[config.mk]
export PLATFORM = sky130hd
export DESIGN_NAME = integer_to_roman_encoder
export DESIGN_NICKNAME = d
export VERILOG_FILES = /design/src/i2r_pkg.sv /design/src/i2r_datapath.sv /design/src/i2r_ctrl.sv /design/src/integer_to_roman_encoder.sv
export VERILOG_INCLUDE_DIRS = /design/src /design/src/src
export SDC_FILE = /design/constraint.sdc
export NUM_CORES = 1
export LEC_CHECK = 0
export BUFFER_PORTS_ARGS = -buffer_cell sky130_fd_sc_hd__buf_2
export CAP_MARGIN = 20
export CELL_PAD_IN_SITES_DETAIL_PLACEMENT = 1
export CELL_PAD_IN_SITES_GLOBAL_PLACEMENT = 1
export CORE_MARGIN = 5
export CORE_UTILIZATION = 44
export DETAILED_ROUTE_END_ITERATION = 6
export PLACE_DENSITY = 0.8
export SKIP_CTS_REPAIR_TIMING = 1
export SLEW_MARGIN = 10
export SYNTH_ARGS = -nofsm -noshare
export SYNTH_HDL_FRONTEND = slang
export SYNTH_SLANG_ARGS = --single-unit
[constraint.sdc]
create_clock -name clk -period 6.3 [get_ports clk]
set_clock_uncertainty 0.2 [all_clocks]
set_input_delay 0.63 -clock clk [delete_from_list [all_inputs] [get_ports clk]]
set_output_delay 0.63 -clock clk [all_outputs]
set_load 0.05 [all_outputs]
[src/integer_to_roman_encoder_defines.svh]
`ifndef INTEGER_TO_ROMAN_ENCODER_DEFINES_SVH
`define INTEGER_TO_ROMAN_ENCODER_DEFINES_SVH

// same-cycle implication, sampled on clk, held off during reset
`define I2R_ASSERT_NOW(name, ante, cons, msg) \
	name: assert property (@(posedge clk) disable iff (!arst_n) (ante) |-> (cons)) \
		else $error(msg);

// next-cycle implication, sampled on clk, held off during reset
`define I2R_ASSERT_NEXT(name, ante, cons, msg) \
	name: assert property (@(posedge clk) disable iff (!arst_n) (ante) |=> (cons)) \
		else $error(msg);

`endif

[src/i2r_pkg.sv]
`timescale 1ns / 1ps

package i2r_pkg;

	localparam int NUM_W   = 12;
	localparam int LET_W   = 7;
	localparam int ENTRIES = 13;
	localparam int IDX_W   = 4;

	localparam logic [NUM_W-1:0] LIMIT = 12'd3999;

	// ascii letters
	localparam logic [LET_W-1:0] CH_NONE = 7'h00;
	localparam logic [LET_W-1:0] CH_I    = 7'h49;
	localparam logic [LET_W-1:0] CH_V    = 7'h56;
	localparam logic [LET_W-1:0] CH_X    = 7'h58;
	localparam logic [LET_W-1:0] CH_L    = 7'h4C;
	localparam logic [LET_W-1:0] CH_C    = 7'h43;
	localparam logic [LET_W-1:0] CH_D    = 7'h44;
	localparam logic [LET_W-1:0] CH_M    = 7'h4D;

	// greedy table, highest value first
	localparam logic [NUM_W-1:0] VALUE [ENTRIES] = '{
		12'd1000, 12'd900, 12'd500, 12'd400, 12'd100, 12'd90, 12'd50,
		12'd40, 12'd10, 12'd9, 12'd5, 12'd4, 12'd1
	};

	localparam logic [LET_W-1:0] LEAD_GLYPH [ENTRIES] = '{
		CH_M, CH_C, CH_D, CH_C, CH_C, CH_X, CH_L, CH_X, CH_X, CH_I, CH_V, CH_I, CH_I
	};

	// second letter of a subtractive pair, none for single letters
	localparam logic [LET_W-1:0] TRAIL_GLYPH [ENTRIES] = '{
		CH_NONE, CH_M, CH_NONE, CH_D, CH_NONE, CH_C, CH_NONE, CH_L, CH_NONE,
		CH_X, CH_NONE, CH_V, CH_NONE
	};

	localparam logic [ENTRIES-1:0] IS_PAIR = 13'b0_1010_1010_1010;

	// controller states
	typedef enum logic [2:0] {
		ST_IDLE  = 3'b001,
		ST_LEAD  = 3'b010,
		ST_TRAIL = 3'b100
	} state_t;

	// controller to datapath
	typedef struct packed {
		logic load;
		logic load_err;
		logic emit;
		logic second;
		logic subtract;
	} cmd_t;

	// datapath to controller
	typedef struct packed {
		logic bad;
		logic pair;
		logic done;
	} status_t;

	// largest table entry not above n
	function automatic logic [IDX_W-1:0] pick_entry(input logic [NUM_W-1:0] n);
		logic [IDX_W-1:0] idx;
		idx = IDX_W'(ENTRIES - 1);
		for (int k = ENTRIES - 1; k >= 0; k--) begin
			if (n >= VALUE[k]) begin
				idx = IDX_W'(k);
			end
		end
		return idx;
	endfunction

endpackage

[src/i2r_datapath.sv]
`timescale 1ns / 1ps

module i2r_datapath (
	input  logic                          clk,
	input  logic                          arst_n,
	input  logic [i2r_pkg::NUM_W-1:0]     number,
	input  i2r_pkg::cmd_t                 cmd,
	output i2r_pkg::status_t              sts,
	output logic                          strobe,
	output logic [i2r_pkg::LET_W-1:0]     letter,
	output logic                          last,
	output logic                          error
);

	logic [i2r_pkg::NUM_W-1:0] rem_q;
	logic [i2r_pkg::IDX_W-1:0] idx;
	logic                      strobe_q;
	logic [i2r_pkg::LET_W-1:0] letter_q;
	logic                      last_q;
	logic                      error_q;

	// table lookup on the remaining value
	always_comb begin
		idx      = i2r_pkg::pick_entry(rem_q);
		sts.bad  = (number == '0) || (number > i2r_pkg::LIMIT);
		sts.pair = i2r_pkg::IS_PAIR[idx];
		sts.done = (rem_q == i2r_pkg::VALUE[idx]);
	end

	// remaining value
	always_ff @(posedge clk) begin
		if (cmd.load) begin
			rem_q <= number;
		end else if (cmd.subtract) begin
			rem_q <= rem_q - i2r_pkg::VALUE[idx];
		end
	end

	// result strobe
	always_ff @(posedge clk or negedge arst_n) begin
		if (!arst_n) begin
			strobe_q <= 1'b0;
		end else begin
			strobe_q <= cmd.emit || cmd.load_err;
		end
	end

	// result payload
	always_ff @(posedge clk) begin
		if (cmd.load_err) begin
			letter_q <= i2r_pkg::CH_NONE;
			last_q   <= 1'b1;
			error_q  <= 1'b1;
		end else if (cmd.emit) begin
			letter_q <= cmd.second ? i2r_pkg::TRAIL_GLYPH[idx] : i2r_pkg::LEAD_GLYPH[idx];
			last_q   <= cmd.subtract && sts.done;
			error_q  <= 1'b0;
		end
	end

	assign strobe = strobe_q;
	assign letter = letter_q;
	assign last   = last_q;
	assign error  = error_q;

endmodule

[src/i2r_ctrl.sv]
`timescale 1ns / 1ps

module i2r_ctrl (
	input  logic             clk,
	input  logic             arst_n,
	input  logic             start,
	input  i2r_pkg::status_t sts,
	output i2r_pkg::cmd_t    cmd,
	output logic             busy
);

	i2r_pkg::state_t state_q;
	i2r_pkg::state_t state_d;

	// next state and datapath commands
	always_comb begin
		state_d      = state_q;
		cmd          = '0;
		case (state_q)
			i2r_pkg::ST_IDLE: begin
				if (start) begin
					if (sts.bad) begin
						cmd.load_err = 1'b1;
					end else begin
						cmd.load = 1'b1;
						state_d  = i2r_pkg::ST_LEAD;
					end
				end
			end
			i2r_pkg::ST_LEAD: begin
				cmd.emit = 1'b1;
				if (sts.pair) begin
					state_d = i2r_pkg::ST_TRAIL;
				end else begin
					cmd.subtract = 1'b1;
					state_d      = sts.done ? i2r_pkg::ST_IDLE : i2r_pkg::ST_LEAD;
				end
			end
			i2r_pkg::ST_TRAIL: begin
				cmd.emit     = 1'b1;
				cmd.second   = 1'b1;
				cmd.subtract = 1'b1;
				state_d      = sts.done ? i2r_pkg::ST_IDLE : i2r_pkg::ST_LEAD;
			end
			default: begin
				state_d = i2r_pkg::ST_IDLE;
			end
		endcase
	end

	// state register
	always_ff @(posedge clk or negedge arst_n) begin
		if (!arst_n) begin
			state_q <= i2r_pkg::ST_IDLE;
		end else begin
			state_q <= state_d;
		end
	end

	assign busy = (state_q != i2r_pkg::ST_IDLE);

endmodule

[src/integer_to_roman_encoder.sv]
// the first letter is registered once the number is loaded and the state is lead, then
// one letter per cycle; busy is high while a valid number's letters (1 to 15) are emitted,
// one table lookup each, and the next number is taken once busy drops; an invalid number
// gives its error result in the cycle after start and never raises busy
// results go out on a one-cycle strobe; the receiver cannot stall
// arst_n clears the controller to idle and drops the strobe; payload is not reset
`timescale 1ns / 1ps

`include "integer_to_roman_encoder_defines.svh"

module integer_to_roman_encoder (
	input  logic                      clk,
	input  logic                      arst_n,
	input  logic                      start,
	output logic                      busy,
	input  logic [i2r_pkg::NUM_W-1:0] number,
	output logic                      strobe,
	output logic [i2r_pkg::LET_W-1:0] letter,
	output logic                      last,
	output logic                      error
);

	i2r_pkg::cmd_t    cmd;
	i2r_pkg::status_t sts;

	// sequencer
	i2r_ctrl u_ctrl (
		.clk    (clk),
		.arst_n (arst_n),
		.start  (start),
		.sts    (sts),
		.cmd    (cmd),
		.busy   (busy)
	);

	// value register, table and result register
	i2r_datapath u_datapath (
		.clk    (clk),
		.arst_n (arst_n),
		.number (number),
		.cmd    (cmd),
		.sts    (sts),
		.strobe (strobe),
		.letter (letter),
		.last   (last),
		.error  (error)
	);

	// checks
	`I2R_ASSERT_NOW(a_err_is_single, strobe && error, last && (letter == '0), "error result must be last with no letter")
	`I2R_ASSERT_NOW(a_run_continues, strobe && !last && !error, busy, "controller left a run before its last letter")
	`I2R_ASSERT_NEXT(a_bad_number, start && !busy && ((number == '0) || (number > i2r_pkg::LIMIT)), strobe && error && !busy, "invalid number did not give an error result")
	`I2R_ASSERT_NEXT(a_good_number, start && !busy && (number != '0) && (number <= i2r_pkg::LIMIT), busy && !strobe, "valid number did not start a run")

endmodule

# Yosys cells after proc, flatten, opt, wreduce, memory -nomap -nowiden
# Memory sizes are Yosys's and may differ from the RTL's.
# Cells that the tools add are included.
# totals
inputBits	15
output_inout_bits	11
mem_count	4
mem_bits_ro	432
reg_bits	25
word_cells	76
# memory_table
name	words	width	rd	rd_ports_with_merged_regs	wr	line_no	text
(name not given)	16	12	1	0	0	i2r_datapath.sv:27	sts.done = (rem_q == i2r_pkg::VALUE[idx]);
(name not given)	16	7	1	0	0	i2r_datapath.sv:55	letter_q <= cmd.second ? i2r_pkg::TRAIL_GLYPH[idx] : i2r_pkg::LEAD_GLYPH[idx];
(name not given)	16	7	1	0	0	i2r_datapath.sv:55	
(name not given)	16	1	1	0	0	i2r_datapath.sv:26	sts.pair = i2r_pkg::IS_PAIR[idx];
# classes
order_cmp	15
reduce_logical	7
eq_ne	7
bitwise	1
muxes	35
addsub	1
# ops
operator	count
2-to-1 mux 12 bit	4
2-to-1 mux 4 bit	11
2-to-1 mux 7 bit	5
greater-or-equal comparator 12 x 10 -> 1 bit (second input constant)	2
greater-or-equal comparator 12 x 3 -> 1 bit (second input constant)	2
greater-or-equal comparator 12 x 4 -> 1 bit (second input constant)	2
greater-or-equal comparator 12 x 6 -> 1 bit (second input constant)	2
greater-or-equal comparator 12 x 7 -> 1 bit (second input constant)	2
greater-or-equal comparator 12 x 9 -> 1 bit (second input constant)	2
equality test 12 bit	1
greater-than comparator 12 bit (second input constant)	1
logical NOT 12 bit	1
2-to-1 mux 3 bit	4
subtractor 12 bit	1
one-hot mux 3 bit (3 select lines)	1
2-to-1 mux 1 bit	6
2-to-1 mux 2 bit	3
greater-or-equal comparator 5 bit (second input constant)	1
< comparator 4 x 5 -> 1 bit (second input constant)	1
NOT 4 -> 5 bit	1
!= test 2 bit (second input constant)	2
equality test 3 x 1 -> 1 bit (second input constant)	1
equality test 3 x 2 -> 1 bit (second input constant)	1
equality test 3 bit (second input constant)	1
7 further kinds	8

# Depth between registers and ports, before layout
# depth
ltp_word	21
mapped_depth	17
mapped_depth_nobuf	16

# Modules after synthesis
# Synthesis repeated with hierarchy kept, for this count alone.
# unflattened
cells_unflattened	276
area_unflattened_um2	2255.9
# modules_own_cells
mod	instances	area_per_inst_um2	cells_each
i2r_datapath	1	2068.2	260
i2r_ctrl	1	187.7	16

# Worst setup path before layout
# Ideal clock, no wire load.
# synth_timing
kind	reg-to-reg
from	register u_datapath.rem_q[5] (netlist name)
to	register u_datapath.rem_q[11] (netlist name) (data pin)
path_stages_with_launch	17
arrival_ps	4103
setup_time_ps	152
synth_period_minus_slack_ps	4454
path_slack_ps	1846
cell_sequence	edfxtp_1 > buf_6 > or3_4 > a211o_1 > a2111o_1 > a21o_4 > ha_1 > nand2_1 > a21oi_1 > inv_1 > ha_1 > nor2b_1 > o21a_1 > o31ai_1 > a2111oi_0 > or4_1 > a31oi_1
# synth_between
elab_chain_len	20
word_cells_on_any_way	31
cone_classes	add/sub (1); order compare (12); mux (16); bitwise (1); memory (1)
# synth_rtl
item	line_no	text
start, declared	i2r_datapath.sv:15	logic [i2r_pkg::NUM_W-1:0] rem_q;
start signal, assigned	i2r_datapath.sv:33	rem_q <= number;
start signal, assigned	i2r_datapath.sv:35	rem_q <= rem_q - i2r_pkg::VALUE[idx];
greater-or-equal comparator 12 x 3 -> 1 bit	i2r_pkg.sv:68	if (n >= VALUE[k]) begin
2-to-1 mux 3 bit	i2r_pkg.sv:68	
2-to-1 mux 4 bit (11 in a row)	i2r_pkg.sv:68	
NOT 4 -> 5 bit (not written as such)	i2r_datapath.sv:35	
memory read (16 x 12 bit)	--	
2-to-1 mux 12 bit (2 in a row)	--	
subtractor 12 bit (*)	i2r_datapath.sv:35	
2-to-1 mux 12 bit (*)	i2r_datapath.sv:34	end else if (cmd.subtract) begin
2-to-1 mux 12 bit (*)	i2r_datapath.sv:32	if (cmd.load) begin
# Mark *: on every way between the ends. The rest lies on a longest branch, timed or not. The select of a mux whose other input is x is not followed.
# A chain may end at the register's enable or synchronous reset.

# Worst setup path in the final report
# layout_timing
from	register u_datapath.rem_q[4] (netlist name)
to	register u_datapath.rem_q[11] (netlist name) (data pin)
# Same word-level chain as after synthesis.

==> reports/results.ini <==
[pwr]
p_leak_nw = 1.024
pwr_density_cell_mw_per_mm2 = 647.4
finalPower_mw = 1.605
peakVddDrop_v = 0.0003331

[route]
wl_met1_mm = 3.230
first_pass_iters = 4
drc_errors = 0
num_vias = 2229
routed.top_layer = met4
wl_met3_um = 162
drt-wirelength-per-cell_um = 18.10
dr_wl_met2_mm = 3.213
viasPerCell = 5.992
drt.antenna.violating_nets = 0
routed_wl_mm = 6.734
drt-initial-drc-count = 150

[synthesis]
synth_top_family_by_area = simple AND/OR/NAND/NOR gates
ys_seq_area_share_pct = 27.67
synth-edff-count = 12
syn_area_mm2 = 0.002247
avgSynthCellArea_um2 = 7.885
synthXorXnorAreaFrac_pct = 2.339
synth-seq-cells = 24
synth_simple_gate_area_share_pct = 29.18
synth-compound-area-share_pct = 23.94
ys_warn_count = 0
synthArstFlopShare_pct = 16.67
synth_ff_type = edfxtp_1
synth_cells = 285
synthesis.nets = 317
synthMuxAreaShare_pct = 1.837
synth_fa_ha_area_share_pct = 9.800
synth_cell_types = 64

[worst_setup_path]
crit_required_ns = 6.22
crit_type = flip-flop to flip-flop
crit_arrival_ns = 5.17
cp_max_fo = 11
critPathTopFamily = compound AO/OA/AOI/OAI gates
crit_path_start = u_datapath.rem_q[4]$_DFFE_PP_
path_cells = o311ai_0, nand2_1, o21ai_0, ha_1, nand2_1, a21oi_1, inv_1, ha_1, nor2b_1, o21a_1, o31ai_1, a2111oi_0, or4_1, a31oi_1
crit_path_end_kind = flip-flop
critPathMaxStageDelay_ns = 0.69
r2r-start = u_datapath.rem_q[4]$_DFFE_PP_
crit_buf_inv = 1
crit_path_start_kind = flip-flop
r2r_slack_ns = 1.04
crit_slowest_cell = o311ai_0
ff2ff_path_depth = 14
worst_r2r_endpoint = u_datapath.rem_q[11]$_DFFE_PP_

[clocking]
h-tree-depth = 1
clk_path_buf_depth = 2
cts_buffers = 3
path_clk_slew_ns = 0.10
cts_num_sinks = 24
cts_root_buffer = clkbuf_8
clk_latency_ns = 0.28
cts_tree = built

[finish]
final_common_cell = nor2_1
final_cell_mix = nor2_1 (39), a21oi_1 (26), buf_2 (24)
drive_gt1_share_pct = 13.58
n_antenna_cell = 0
fin_cells = 372
nets = 335
syn2layout_area_growth_pct = 10.36
design_area_mm2 = 0.002480

[global_routing]
grt_pass1_vias = 2298
antenna_found_initial = 0
grt_max_degree = 30
grt_overflow_total = 0
grt_usage_pct = 21.42
grt_pass1_wl_mm = 11.10

[min_path]
hold_class = flip-flop to flip-flop
hp-start = u_datapath.error$_SDFFE_PP1P_
hold_depth = 1
holdPathEnd = u_datapath.error$_SDFFE_PP1P_

[placed_design]
placed_cells = 367
place_area_mm2 = 0.002404
io_buffers = 24
hpwl_mm = 5.229
gp_congestion = 0.8647

[floorplan]
pin_count = 26
start_util_pct = 44.57
core_area_mm2 = 0.005042
dieArea_mm2 = 0.006637
die_h_um = 81.47
num_rows = 26
chipWidth_um = 81.47

[sta]
worst_slew_pin_slew_ns = 0.8202
tns_ns = 0
finalMaxSlewViolations = 0
rsz0062_at_grt = no
period_minus_slack_ns = 5.256
slew_headroom_pct = 44.83
fmax_ghz = 0.1903
finalHoldViolations = 0
setup_viol = 0
whs_ns = 0.2829
period_share_pct = 83.43

[status]
status = completed

[job]
drv_cap = 0

state kept, by name, indices dropped and copies added, names as in the netlist:
name               count
u_datapath.strobe      1
u_datapath.rem_q      12
u_datapath.letter      6
u_datapath.error       1
u_ctrl.state_q         3
u_datapath.last        1
kinds of logic (layout without fill, tap and decap cells):
kind of cell | after synthesis | in the layout
DFF | 24 | 24
muxes | 4 | 4
AOI/OAI and AO/OA | 82 | 82
adders and majority gates | 17 | 17
buffers and inverters | 26 | 43
and+or+nand+nor | 125 | 125
other | 1 | 1
xor gates and xnor gates | 6 | 6
where the power goes:
part           internal [mW]  total (mW)  switching [mW]
Clock                 0.0691       0.126          0.0568
Sequential             0.285       0.391           0.106
Combinational          0.419        1.09           0.670
Total                  0.773        1.61           0.832
area by class of cell:
type | instances | area [µm²]
multi-input combinational | 235 | 1511
tap | 70 | 87.58
timing repair buffer | 27 | 145.1
clock buffer | 4 | 66.31
fill | 638 | 2562
sequential | 24 | 621.8
inverter | 12 | 47.55
layer usage:
| metal | track usage [%] | vias up |
|---|---|---|
| li1 | - | 1092 |
| met1 | 28.59 | 1089 |
| met2 | 36.40 | 35 |
| met3 | 2.851 | 13 |
| met4 | 5.405 | 0 |
| met5 | 0 | - |
worst reg2reg max path, stage by stage (launching register included):
cell and delay, ns:
edfxtp_1 0.56, o311ai_0 0.69, nand2_1 0.42, o21ai_0 0.58
ha_1 0.32, nand2_1 0.07, a21oi_1 0.29, inv_1 0.08
ha_1 0.30, nor2b_1 0.15, o21a_1 0.18, o31ai_1 0.44
a2111oi_0 0.21, or4_1 0.42, a31oi_1 0.19
cell usage after synthesis (4+ instances only):
master / number / area [µm²]
clkbuf_1: 10 / 37.54
or3_1: 4 / 25.02
a21oi_1: 26 / 130.1
nand2b_1: 7 / 43.79
o21ai_0: 16 / 80.08
edfxtp_1: 12 / 360.4
o31ai_1: 4 / 30.03
dfxtp_1: 8 / 160.2
nand2_1: 15 / 56.30
nand3_1: 9 / 45.04
and3_1: 4 / 25.02
nand4_1: 6 / 37.54
o211ai_1: 4 / 30.03
nor2b_1: 4 / 25.02
nor2_1: 39 / 146.4
o21a_1: 6 / 45.04
inv_1: 11 / 41.29
nor3_1: 16 / 80.08
ha_1: 16 / 200.2
worst max-delay path by stage:
stage | to | slack [ns] | depth (start not counted)
floorplan | u_datapath.rem_q[11]$_DFFE_PP_ | 1.85 | 16
global placement | u_datapath.rem_q[11]$_DFFE_PP_ | 1.40 | 14
detailed placement | u_datapath.rem_q[11]$_DFFE_PP_ | 1.10 | 14
CTS | u_datapath.rem_q[11]$_DFFE_PP_ | 1.06 | 14
global route | u_datapath.rem_q[11]$_DFFE_PP_ | 0.76 | 14
finish | u_datapath.rem_q[11]$_DFFE_PP_ | 1.04 | 14
per-stage QoR:
stage	util, %	worst slack (ns)
finish	49.18	1.044
global route	49.18	0.7582
CTS	48.98	1.062
detailed placement	47.67	1.098
global placement	47.67	1.397
floorplan	-	1.846
(Power assumes the default switching activity.)
